**src/design/front_panel_link_controller_top_defines.svh**
```systemverilog
// ============================================================================
// Front panel link controller - assertion macros
// Shared concurrent assertion forms, clocked on clk, disabled in reset.
// ============================================================================
`ifndef FRONT_PANEL_LINK_CONTROLLER_TOP_DEFINES_SVH
`define FRONT_PANEL_LINK_CONTROLLER_TOP_DEFINES_SVH

// same-cycle implication
`define FPLC_ASSERT_NOW(lbl, ante, cons, msg) \
    lbl: assert property (@(posedge clk) disable iff (!rst_n) (ante) |-> (cons)) \
        else $error(msg);

// next-cycle implication
`define FPLC_ASSERT_NEXT(lbl, ante, cons, msg) \
    lbl: assert property (@(posedge clk) disable iff (!rst_n) (ante) |=> (cons)) \
        else $error(msg);

`endif

```
**src/design/fplc_pkg.sv**
```systemverilog
// ============================================================================
// fplc_pkg
// Types, codes and sizing constants of the front panel link controller.
// ============================================================================
package fplc_pkg;

    localparam int STACK_DEPTH = 20;
    localparam int NUM_BUTTONS = 19;
    localparam int FILL_W      = $clog2(STACK_DEPTH + 1);
    localparam int PTR_W       = (STACK_DEPTH > 1) ? $clog2(STACK_DEPTH) : 1;

    localparam logic [7:0] KNOB_LO   = 8'd20;
    localparam logic [7:0] KNOB_HI   = 8'd27;
    localparam logic [7:0] PRESS_BIT = 8'h80;
    localparam logic [7:0] LOW7_MASK = 8'h7f;

    localparam logic [7:0] CODE_A_ON  = 8'd129;
    localparam logic [7:0] CODE_A_OFF = 8'd1;
    localparam logic [7:0] CODE_B_ON  = 8'd130;
    localparam logic [7:0] CODE_B_OFF = 8'd2;
    localparam logic [7:0] CODE_T_ON  = 8'd131;
    localparam logic [7:0] CODE_T_OFF = 8'd3;

    localparam logic [9:0] DEBOUNCE_RST   = 10'd100;
    localparam logic [9:0] LONG_PRESS_RST = 10'd500;
    localparam logic [9:0] HOLDOFF_RST    = 10'd100;

    typedef enum logic [1:0] {
        REQ_CMD  = 2'd0,
        REQ_TICK = 2'd1,
        REQ_LED  = 2'd2
    } req_e;

    typedef enum logic [1:0] {
        LED_A    = 2'd0,
        LED_B    = 2'd1,
        LED_TRIG = 2'd2
    } led_sel_e;

    typedef enum logic [2:0] {
        EV_NONE      = 3'd0,
        EV_PRESS     = 3'd1,
        EV_RELEASE   = 3'd2,
        EV_REL_SHORT = 3'd3,
        EV_REL_LONG  = 3'd4,
        EV_KNOB_L    = 3'd5,
        EV_KNOB_R    = 3'd6
    } event_kind_e;

    typedef enum logic [1:0] {
        LBL_NONE = 2'd0,
        LBL_SHOW = 2'd1,
        LBL_HIDE = 2'd2
    } label_e;

    typedef enum logic [1:0] {
        REG_RUNNING    = 2'd0,
        REG_DEBOUNCE   = 2'd1,
        REG_LONG_PRESS = 2'd2,
        REG_HOLDOFF    = 2'd3
    } reg_idx_e;

    typedef struct packed {
        logic [1:0] req;
        logic [7:0] cmd;
        logic [1:0] sel;
        logic       on;
    } item_t;

    typedef struct packed {
        logic       running;
        logic [9:0] debounce;
        logic [9:0] long_press;
        logic [9:0] holdoff;
    } cfg_t;

    typedef struct packed {
        logic [2:0] kind;
        logic [4:0] code;
        logic       err;
    } key_res_t;

    typedef struct packed {
        logic       p0;
        logic [7:0] code0;
        logic       p1;
        logic [7:0] code1;
    } push_req_t;

endpackage

```
**src/design/fplc_keys.sv**
```systemverilog
// ============================================================================
// fplc_keys
// Millisecond counter, key debounce, held-key tracking, long-press timer
// and command byte decode.
// ============================================================================
`include "front_panel_link_controller_top_defines.svh"

module fplc_keys (
    input  logic                clk,
    input  logic                rst_n,
    input  logic                fire,
    input  fplc_pkg::item_t     item,
    input  fplc_pkg::cfg_t      cfg,
    output logic [31:0]         ms_count,
    output fplc_pkg::key_res_t  res,
    output logic [4:0]          captured
);

    logic [31:0] ms_reg, ms_next;
    logic [31:0] lpt_reg, lpt_next;
    logic [31:0] lrt_reg, lrt_next;
    logic [4:0]  held_reg, held_next;
    logic        lt_act_reg, lt_act_next;
    logic [9:0]  lt_left_reg, lt_left_next;
    logic [4:0]  capt_reg, capt_next;

    logic [7:0]  c;
    logic [7:0]  low;
    logic [31:0] rel_diff;
    logic [31:0] prs_diff;
    logic        rel_ok;
    logic        prs_ok;
    logic [9:0]  left_dec;

    always_ff @(posedge clk or negedge rst_n)
    begin
        if (!rst_n)
        begin
            ms_reg      <= '0;
            lpt_reg     <= '0;
            lrt_reg     <= '0;
            held_reg    <= '0;
            lt_act_reg  <= 1'b0;
            lt_left_reg <= '0;
            capt_reg    <= '0;
        end
        else
        begin
            ms_reg      <= ms_next;
            lpt_reg     <= lpt_next;
            lrt_reg     <= lrt_next;
            held_reg    <= held_next;
            lt_act_reg  <= lt_act_next;
            lt_left_reg <= lt_left_next;
            capt_reg    <= capt_next;
        end
    end

    always_comb
    begin
        c        = item.cmd;
        low      = item.cmd & fplc_pkg::LOW7_MASK;
        rel_diff = ms_reg - lrt_reg;
        prs_diff = ms_reg - lpt_reg;
        rel_ok   = (c >= 8'd1) && (c < 8'(fplc_pkg::NUM_BUTTONS))
                   && (rel_diff > {22'd0, cfg.debounce});
        prs_ok   = c[7] && (low >= 8'd1) && (low < 8'(fplc_pkg::NUM_BUTTONS))
                   && (prs_diff > {22'd0, cfg.debounce});
        left_dec = (lt_left_reg != '0) ? lt_left_reg - 10'd1 : lt_left_reg;

        ms_next      = ms_reg;
        lpt_next     = lpt_reg;
        lrt_next     = lrt_reg;
        held_next    = held_reg;
        lt_act_next  = lt_act_reg;
        lt_left_next = lt_left_reg;
        capt_next    = capt_reg;
        res          = '0;

        if (fire)
        begin
            case (item.req)
                fplc_pkg::REQ_CMD:
                begin
                    if (rel_ok)
                    begin
                        lrt_next = ms_reg;
                    end
                    if (prs_ok)
                    begin
                        lpt_next  = ms_reg;
                        capt_next = low[4:0];
                    end
                    if (cfg.running)
                    begin
                        if (rel_ok)
                        begin
                            res.code = c[4:0];
                            if (held_reg != '0)
                            begin
                                res.kind  = fplc_pkg::EV_REL_SHORT;
                                held_next = '0;
                            end
                            else
                            begin
                                res.kind = fplc_pkg::EV_RELEASE;
                            end
                        end
                        else if (prs_ok)
                        begin
                            res.kind     = fplc_pkg::EV_PRESS;
                            res.code     = low[4:0];
                            held_next    = low[4:0];
                            lt_act_next  = 1'b1;
                            lt_left_next = cfg.long_press;
                        end
                        else if (c >= fplc_pkg::KNOB_LO && c <= fplc_pkg::KNOB_HI)
                        begin
                            res.kind = fplc_pkg::EV_KNOB_L;
                            res.code = c[4:0];
                        end
                        else if (c >= (fplc_pkg::PRESS_BIT + fplc_pkg::KNOB_LO)
                                 && c <= (fplc_pkg::PRESS_BIT + fplc_pkg::KNOB_HI))
                        begin
                            res.kind = fplc_pkg::EV_KNOB_R;
                            res.code = low[4:0];
                        end
                        res.err = (c > fplc_pkg::KNOB_HI && c < (fplc_pkg::PRESS_BIT + 8'd1))
                                  || (c > (fplc_pkg::PRESS_BIT + fplc_pkg::KNOB_HI));
                    end
                end
                fplc_pkg::REQ_TICK:
                begin
                    ms_next = ms_reg + 32'd1;
                    if (lt_act_reg)
                    begin
                        lt_left_next = left_dec;
                        if (left_dec == '0)
                        begin
                            lt_act_next = 1'b0;
                            if (held_reg != '0)
                            begin
                                if (cfg.running)
                                begin
                                    res.kind = fplc_pkg::EV_REL_LONG;
                                    res.code = held_reg;
                                end
                                held_next = '0;
                            end
                        end
                    end
                end
                default:
                begin
                end
            endcase
        end
    end

    assign ms_count = ms_reg;
    assign captured = capt_next;

    `FPLC_ASSERT_NEXT(a_long_timer_stops, fire && item.req == fplc_pkg::REQ_TICK && lt_act_reg && lt_left_reg <= 10'd1, !lt_act_reg && held_reg == '0, "long-press timer did not expire")

endmodule

```
**src/design/fplc_leds.sv**
```systemverilog
// ============================================================================
// fplc_leds
// LED request decode and trigger LED hold-off; builds stack push requests.
// ============================================================================
module fplc_leds (
    input  logic                 clk,
    input  logic                 rst_n,
    input  logic                 fire,
    input  fplc_pkg::item_t      item,
    input  logic [31:0]          ms_count,
    input  logic [9:0]           holdoff,
    output fplc_pkg::push_req_t  push,
    output logic [1:0]           label
);

    logic        first_reg, first_next;
    logic        lit_reg, lit_next;
    logic [31:0] en_time_reg, en_time_next;
    logic [31:0] en_eff;
    logic [31:0] off_diff;

    always_ff @(posedge clk or negedge rst_n)
    begin
        if (!rst_n)
        begin
            first_reg   <= 1'b1;
            lit_reg     <= 1'b0;
            en_time_reg <= '0;
        end
        else
        begin
            first_reg   <= first_next;
            lit_reg     <= lit_next;
            en_time_reg <= en_time_next;
        end
    end

    always_comb
    begin
        first_next   = first_reg;
        lit_next     = lit_reg;
        en_time_next = en_time_reg;
        push         = '0;
        label        = fplc_pkg::LBL_NONE;
        en_eff       = (first_reg || item.on) ? ms_count : en_time_reg;
        off_diff     = ms_count - en_eff;

        if (fire && item.req == fplc_pkg::REQ_LED)
        begin
            case (item.sel)
                fplc_pkg::LED_A:
                begin
                    push.p0    = 1'b1;
                    push.code0 = item.on ? fplc_pkg::CODE_A_ON : fplc_pkg::CODE_A_OFF;
                end
                fplc_pkg::LED_B:
                begin
                    push.p0    = 1'b1;
                    push.code0 = item.on ? fplc_pkg::CODE_B_ON : fplc_pkg::CODE_B_OFF;
                end
                fplc_pkg::LED_TRIG:
                begin
                    en_time_next = en_eff;
                    if (first_reg)
                    begin
                        push.p0    = 1'b1;
                        push.code0 = fplc_pkg::CODE_T_OFF;
                        label      = fplc_pkg::LBL_HIDE;
                        first_next = 1'b0;
                    end
                    if (item.on != lit_reg)
                    begin
                        if (item.on)
                        begin
                            push.p1    = 1'b1;
                            push.code1 = fplc_pkg::CODE_T_ON;
                            label      = fplc_pkg::LBL_SHOW;
                            lit_next   = 1'b1;
                        end
                        else if (off_diff > {22'd0, holdoff})
                        begin
                            push.p1    = 1'b1;
                            push.code1 = fplc_pkg::CODE_T_OFF;
                            label      = fplc_pkg::LBL_HIDE;
                            lit_next   = 1'b0;
                        end
                    end
                end
                default:
                begin
                end
            endcase
        end
    end

endmodule

```
**src/design/fplc_stack.sv**
```systemverilog
// ============================================================================
// fplc_stack
// LIFO of reply codes: up to two pushes or one pop per transaction.
// The popped word is registered and held until the next pop.
// ============================================================================
`include "front_panel_link_controller_top_defines.svh"

module fplc_stack (
    input  logic                 clk,
    input  logic                 rst_n,
    input  logic                 pop,
    input  fplc_pkg::push_req_t  push,
    output logic [7:0]           pop_word,
    output logic                 dropped
);

    localparam logic [fplc_pkg::FILL_W-1:0] DEPTH = fplc_pkg::FILL_W'(fplc_pkg::STACK_DEPTH);

    logic [7:0]                  mem [fplc_pkg::STACK_DEPTH];
    logic [fplc_pkg::FILL_W-1:0] fill_reg, fill_next;
    logic [fplc_pkg::FILL_W-1:0] fill_a;
    logic [fplc_pkg::FILL_W-1:0] fill_m1;
    logic [7:0]                  word_reg;
    logic                        full0, full1, w0, w1;

    always_comb
    begin
        full0     = fill_reg >= DEPTH;
        w0        = push.p0 && !full0;
        fill_a    = fill_reg + {{(fplc_pkg::FILL_W-1){1'b0}}, w0};
        full1     = fill_a >= DEPTH;
        w1        = push.p1 && !full1;
        dropped   = (push.p0 && full0) || (push.p1 && full1);
        fill_m1   = fill_reg - {{(fplc_pkg::FILL_W-1){1'b0}}, 1'b1};
        fill_next = fill_a + {{(fplc_pkg::FILL_W-1){1'b0}}, w1};
        if (pop && fill_reg != '0)
        begin
            fill_next = fill_m1;
        end
    end

    always_ff @(posedge clk or negedge rst_n)
    begin
        if (!rst_n)
        begin
            fill_reg <= '0;
            word_reg <= '0;
        end
        else
        begin
            fill_reg <= fill_next;
            if (pop)
            begin
                word_reg <= (fill_reg != '0) ? mem[fill_m1[fplc_pkg::PTR_W-1:0]] : 8'd0;
            end
        end
    end

    always_ff @(posedge clk)
    begin
        if (w0)
        begin
            mem[fill_reg[fplc_pkg::PTR_W-1:0]] <= push.code0;
        end
        if (w1)
        begin
            mem[fill_a[fplc_pkg::PTR_W-1:0]] <= push.code1;
        end
    end

    assign pop_word = word_reg;

    `FPLC_ASSERT_NOW(a_fill_bound, 1'b1, fill_reg <= DEPTH, "stack fill past depth")
    `FPLC_ASSERT_NEXT(a_empty_pop, pop && fill_reg == '0 && !push.p0 && !push.p1, fill_reg == '0, "pop of empty stack moved fill")

endmodule

```
**src/design/front_panel_link_controller_top.sv**
```systemverilog
// ============================================================================
// front_panel_link_controller_top
// Front panel link controller: key/knob decode, long press, LED reply stack.
// ============================================================================
//  channel   | handshake                 | payload
//  ----------+---------------------------+----------------------------------------
//  in        | in_valid / in_stall       | req_type command_byte led_select led_on
//  out       | out_valid / out_stall     | event_kind .. captured_button
//  config    | APB psel/penable/pwrite   | paddr pwdata prdata pready
//
//  One transaction per cycle unless out_stall holds the result register; input register, then result register.
//  All per-transaction state updates as the item moves from input register to result register.
//  rst_n clears control state, config to defaults; stack contents are not cleared.
//  out_stall holds the result register; in_stall rises only when both registers are full.
// ============================================================================
`include "front_panel_link_controller_top_defines.svh"

module front_panel_link_controller_top (
    input  logic        clk,
    input  logic        rst_n,

    input  logic        in_valid,
    output logic        in_stall,
    input  logic [1:0]  req_type,
    input  logic [7:0]  command_byte,
    input  logic [1:0]  led_select,
    input  logic        led_on,

    output logic        out_valid,
    input  logic        out_stall,
    output logic [2:0]  event_kind,
    output logic [4:0]  event_code,
    output logic        link_error,
    output logic        reply_valid,
    output logic [7:0]  reply_word,
    output logic        push_dropped,
    output logic [1:0]  trig_label,
    output logic [4:0]  captured_button,

    input  logic        psel,
    input  logic        penable,
    input  logic        pwrite,
    input  logic [3:0]  paddr,
    input  logic [31:0] pwdata,
    output logic [31:0] prdata,
    output logic        pready
);

    fplc_pkg::cfg_t      cfg_reg;
    fplc_pkg::item_t     item_reg;
    logic                in_full_reg;
    logic                out_valid_reg;
    logic                adv;
    logic                in_take;

    logic [31:0]         ms_count;
    fplc_pkg::key_res_t  key_res;
    logic [4:0]          captured;
    fplc_pkg::push_req_t push;
    logic [1:0]          label;
    logic [7:0]          pop_word;
    logic                dropped;
    logic                pop;

    logic [2:0]          kind_reg;
    logic [4:0]          code_reg;
    logic                err_reg;
    logic                rvalid_reg;
    logic                dropped_reg;
    logic [1:0]          label_reg;
    logic [4:0]          capt_reg;

    // configuration
    assign pready = 1'b1;

    always_ff @(posedge clk or negedge rst_n)
    begin
        if (!rst_n)
        begin
            cfg_reg.running    <= 1'b1;
            cfg_reg.debounce   <= fplc_pkg::DEBOUNCE_RST;
            cfg_reg.long_press <= fplc_pkg::LONG_PRESS_RST;
            cfg_reg.holdoff    <= fplc_pkg::HOLDOFF_RST;
        end
        else if (psel && penable && pwrite)
        begin
            case (paddr[3:2])
                fplc_pkg::REG_RUNNING:    cfg_reg.running    <= pwdata[0];
                fplc_pkg::REG_DEBOUNCE:   cfg_reg.debounce   <= pwdata[9:0];
                fplc_pkg::REG_LONG_PRESS: cfg_reg.long_press <= pwdata[9:0];
                fplc_pkg::REG_HOLDOFF:    cfg_reg.holdoff    <= pwdata[9:0];
                default:
                begin
                end
            endcase
        end
    end

    always_comb
    begin
        case (paddr[3:2])
            fplc_pkg::REG_RUNNING:    prdata = {31'd0, cfg_reg.running};
            fplc_pkg::REG_DEBOUNCE:   prdata = {22'd0, cfg_reg.debounce};
            fplc_pkg::REG_LONG_PRESS: prdata = {22'd0, cfg_reg.long_press};
            fplc_pkg::REG_HOLDOFF:    prdata = {22'd0, cfg_reg.holdoff};
            default:                  prdata = '0;
        endcase
    end

    // transaction flow
    assign adv      = in_full_reg && (!out_valid_reg || !out_stall);
    assign in_stall = in_full_reg && !adv;
    assign in_take  = in_valid && !in_stall;

    always_ff @(posedge clk or negedge rst_n)
    begin
        if (!rst_n)
        begin
            in_full_reg   <= 1'b0;
            out_valid_reg <= 1'b0;
        end
        else
        begin
            if (in_take)
            begin
                in_full_reg <= 1'b1;
            end
            else if (adv)
            begin
                in_full_reg <= 1'b0;
            end
            if (adv)
            begin
                out_valid_reg <= 1'b1;
            end
            else if (!out_stall)
            begin
                out_valid_reg <= 1'b0;
            end
        end
    end

    always_ff @(posedge clk)
    begin
        if (in_take)
        begin
            item_reg.req <= req_type;
            item_reg.cmd <= command_byte;
            item_reg.sel <= led_select;
            item_reg.on  <= led_on;
        end
    end

    assign pop = adv && item_reg.req == fplc_pkg::REQ_CMD;

    fplc_keys u_keys (
        .clk      (clk),
        .rst_n    (rst_n),
        .fire     (adv),
        .item     (item_reg),
        .cfg      (cfg_reg),
        .ms_count (ms_count),
        .res      (key_res),
        .captured (captured)
    );

    fplc_leds u_leds (
        .clk      (clk),
        .rst_n    (rst_n),
        .fire     (adv),
        .item     (item_reg),
        .ms_count (ms_count),
        .holdoff  (cfg_reg.holdoff),
        .push     (push),
        .label    (label)
    );

    fplc_stack u_stack (
        .clk      (clk),
        .rst_n    (rst_n),
        .pop      (pop),
        .push     (push),
        .pop_word (pop_word),
        .dropped  (dropped)
    );

    // result register
    always_ff @(posedge clk)
    begin
        if (adv)
        begin
            kind_reg    <= key_res.kind;
            code_reg    <= key_res.code;
            err_reg     <= key_res.err;
            rvalid_reg  <= pop;
            dropped_reg <= dropped;
            label_reg   <= label;
            capt_reg    <= captured;
        end
    end

    assign out_valid       = out_valid_reg;
    assign event_kind      = kind_reg;
    assign event_code      = code_reg;
    assign link_error      = err_reg;
    assign reply_valid     = rvalid_reg;
    assign reply_word      = rvalid_reg ? pop_word : 8'd0;
    assign push_dropped    = dropped_reg;
    assign trig_label      = label_reg;
    assign captured_button = capt_reg;

    `FPLC_ASSERT_NEXT(a_adv_to_out, adv, out_valid_reg, "processed transaction missing at output")

endmodule

```
**config.mk**
```make
export PLATFORM = sky130hd
export DESIGN_NAME = front_panel_link_controller_top
export DESIGN_NICKNAME = d
export VERILOG_FILES = /design/src/design/fplc_pkg.sv /design/src/design/fplc_keys.sv /design/src/design/fplc_leds.sv /design/src/design/fplc_stack.sv /design/src/design/front_panel_link_controller_top.sv
export VERILOG_INCLUDE_DIRS = /design/src /design/src/design
export SDC_FILE = /design/constraint.sdc
export NUM_CORES = 1
export LEC_CHECK = 0
export ABC_AREA = 1
export BUFFER_PORTS_ARGS = -buffer_cell sky130_fd_sc_hd__buf_2
export CORE_MARGIN = 1
export CORE_UTILIZATION = 40
export DETAILED_ROUTE_END_ITERATION = 12
export PLACE_DENSITY_LB_ADDON = 0.12
export SLEW_MARGIN = 40
export SYNTH_ARGS = -nofsm -noshare
export SYNTH_HDL_FRONTEND = slang
export SYNTH_SLANG_ARGS = --single-unit
```
**constraint.sdc**
```tcl
create_clock -name clk -period 5.8 [get_ports clk]
set_input_delay 1.16 -clock clk [delete_from_list [all_inputs] [get_ports clk]]
set_output_delay 1.16 -clock clk [all_outputs]
set_load 0.01 [all_outputs]
```
==> qor.yml <==
setup_path:
  end_kind: "register"
  cp_top_family: "simple AND/OR/NAND/NOR gates"
  crit_required_ns: 6.23
  cp_slowest_cell: "edfxtp_1"
  critPathArrivalTime_ns: 5.53
  cpMostUsedCell: "nand2_1"
  critPathMaxStageDelay_ns: 0.51
  crit_type: "register to register"
  cp_max_fo: 5
  path_buf_inv: 2
  cp-start-kind: "register"
floorplan:
  die_w_um: 228
  boundaryPins: 117
  die_y_um: 228
  initial_utilization_pct: 40.7
  rows: 82
  die_area_um2: 52000
  core_area_um2: 50300
clocking:
  cts-buffers-inserted: 36
  h-tree-depth: 2
  cts_setup_buffers: 0
  hold_buffers: 0
  clk_latency_ns: 0.55
  cts_resized: 0
  clkSinkCount: 283
  clk_pin_slew_ns: 0.06
  clockRootBuffer: "clkbuf_16"
  clk_path_buf_depth: 3
  cts_tree: "yes"
min_path:
  hold_path_class: "primary input to async pin"
sta:
  relSlewSlack_pct: 49.9
  skew_ns: 0.0187
  finalHoldViolations: 0
  tns_ns: 0
  layout_min_cycle_time_ns: 5.10
  setup_viol: 0
  finalCritPeriodShare_pct: 87.9
  maxSlewViolCount: 0
  max_freq_ghz: 0.196
  tightest_slew_ns: 0.751
  rsz0062_at_grt: "no"
cells_and_area:
  layout_common_cells: "nand2_1 (819), inv_1 (394), nor2_1 (246), o21ai_0 (243), a21oi_1 (193)"
  largest_register_ff_count: 60
  syn2layout_area_growth_pct: 10.1
  fin_nets: 3108
  mostFrequentLayoutCell: "nand2_1"
  fillers: 5266
  fin_area_um2: 22500
  diodes: 0
  layout-drive-gt1-share_pct: 6.48
logic_synthesis:
  netlist_area_um2: 20500
  synth-seq-cells: 283
  yosysUniqueCellTypes: 53
  synth_flop_cell: "dfrtp_1"
  seq_area_frac_synth_pct: 36.9
  synth_edf_count: 91
  syn_avg_cell_area_um2: 7.12
  synth_warnings: 0
  syn_inst: 2874
  async_flop_share_pct: 67.8
global_routing:
  grt_pass1_vias: 18000
  grt_pass1_wl_um: 98200
  grt_max_degree: 98
  grt_use_total_pct: 23.5
  antenna_found_initial: 0
  overflow: 0
pwr:
  powerDensity_nw_per_um2: 435
  ir_drop_mv: 0.212
  p_leak_nw: 11.2
drt:
  routedWlPerCell_um: 16.9
  vias: 18800
  detail-route-antenna-nets: 0
  first_iter_violations: 1508
  dr.pass1.iters: 5
  drc: 0
  vias_per_cell: 5.20
  finalWirelength_um: 61200
run:
  maxCapViolations: 0
run_status:
  status: "finished clean"
place:
  placed_area_um2: 21400
  gp_congestion: 0.923
  hpwl_um: 47800
  port_buffers: 64
==> power breakdown <==
group,switching (mW),internal [mW],leakage (nW),total [mW]
logic,3.29,1.65,7.46,4.93
registers,0.292,2.42,3.24,2.71
clock network,0.904,1.24,0.523,2.15
==> area by class of cell <==
type                       count  area, um2  share of cell area [%]
timing repair buffer          79        500                    2.22
tap                          672        841                    3.73
sequential                   283       7550                    33.6
clock inverter                13        110                   0.489
multi-input combinational   2121      11000                    48.9
inverter                     404       1520                    6.74
clock buffer                  48        987                    4.38
==> cells in the mapped netlist (all sizes together) (2+ instances only) <==
cell type | n | area share, %
a31oi | 2 | 0.061
o211ai | 16 | 0.59
mux2i | 3 | 0.15
xnor2 | 17 | 0.73
o311ai | 7 | 0.30
buf | 50 | 1.7
o21a | 7 | 0.26
clkinv | 3 | 0.055
a32o | 3 | 0.15
nand4 | 52 | 1.6
dfstp | 14 | 1.8
o31ai | 2 | 0.073
nand3 | 157 | 4.2
clkbuf | 42 | 0.77
a21o | 6 | 0.22
and3 | 3 | 0.092
nand3b | 9 | 0.33
xor2 | 64 | 2.7
a21oi | 195 | 4.8
fa | 2 | 0.20
and2 | 2 | 0.061
a21boi | 2 | 0.073
o21ai | 256 | 6.3
o21bai | 4 | 0.15
nand2 | 829 | 15
dfrtp | 178 | 22
nor2 | 255 | 4.8
o41ai | 2 | 0.086
a22oi | 6 | 0.22
a221o | 2 | 0.098
conb | 2 | 0.037
inv | 401 | 7.4
ha | 125 | 7.6
a211oi | 3 | 0.11
nor4 | 7 | 0.21
o221ai | 10 | 0.43
nor3 | 42 | 1.1
edfxtp | 91 | 13
==> path summary, 6_finish.rpt <==
check                                                       start  cells after the start  slack, ns                                end
worst min register to register  u_leds.en_time_reg[0]$_DFFE_PN0P_                      2       0.48  u_leds.en_time_reg[0]$_DFFE_PN0P_
worst max-delay path                        item_reg[0]$_DFFE_PP_                     30       0.70      u_stack.fill_reg[4]$_DFF_PN0_
min in group clk                u_leds.en_time_reg[0]$_DFFE_PN0P_                      2       0.48  u_leds.en_time_reg[0]$_DFFE_PN0P_
worst max register to register              item_reg[0]$_DFFE_PP_                     30       0.70      u_stack.fill_reg[4]$_DFF_PN0_
worst min-delay path                                        rst_n                      1       0.47    u_keys.ms_count[30]$_DFFE_PN0P_
max in group asynchronous                                   rst_n                      3       4.10            cfg_reg[17]$_DFFE_PN1P_
==> cell families (layout without fill, tap and decap cells) <==
logic type	after synthesis	after routing	share of synthesized area, %
AOI/OAI and AO/OA	525	525	14.0
xor gates and xnor gates	81	81	3.47
adders and majority gates	127	127	7.84
buffers and inverters	496	544	9.84
DFF	283	283	36.9
muxes	3	3	0.147
other	2	28	0.0367
and+or+nand+nor	1357	1357	27.8
==> worst reg2reg max path, delay by kind of cell, from the launching register on <==
family                   cells  cell delay, ns
AND/OR/NAND/NOR             17            2.24
adder cells (fa/ha/maj)      5            1.10
AO/OA/AOI/OAI                4            0.68
flip-flops                   1            0.51
XOR/XNOR                     2            0.33
buffers and inverters        2            0.15
==> layer usage <==
layer / part of all wire [%] / vias up / track usage [%]
met5: 0 / - / 0
met1: 47 / 8787 / 32.7
li1: - / 9464 / -
met2: 45 / 499 / 38.1
met3: 4.9 / 89 / 2.81
met4: 2.6 / 0 / 7.19
==> through the flow <==
stage	power [mW]	instances	hold slack, ns	util [%]	worst slack, ns
final	9.79	3620	0.473	44.8	0.701
after global routing	10.6	3620	0.472	44.8	0.336
after CTS	9.79	3619	0.485	44.7	0.751
after detailed placement	7.60	3558	0.469	42.5	0.700
after global placement	7.48	3558	0.462	42.5	0.811
after floorplan	6.24	2900	0.449	-	1.47
Power figures use the tool's default switching activity.
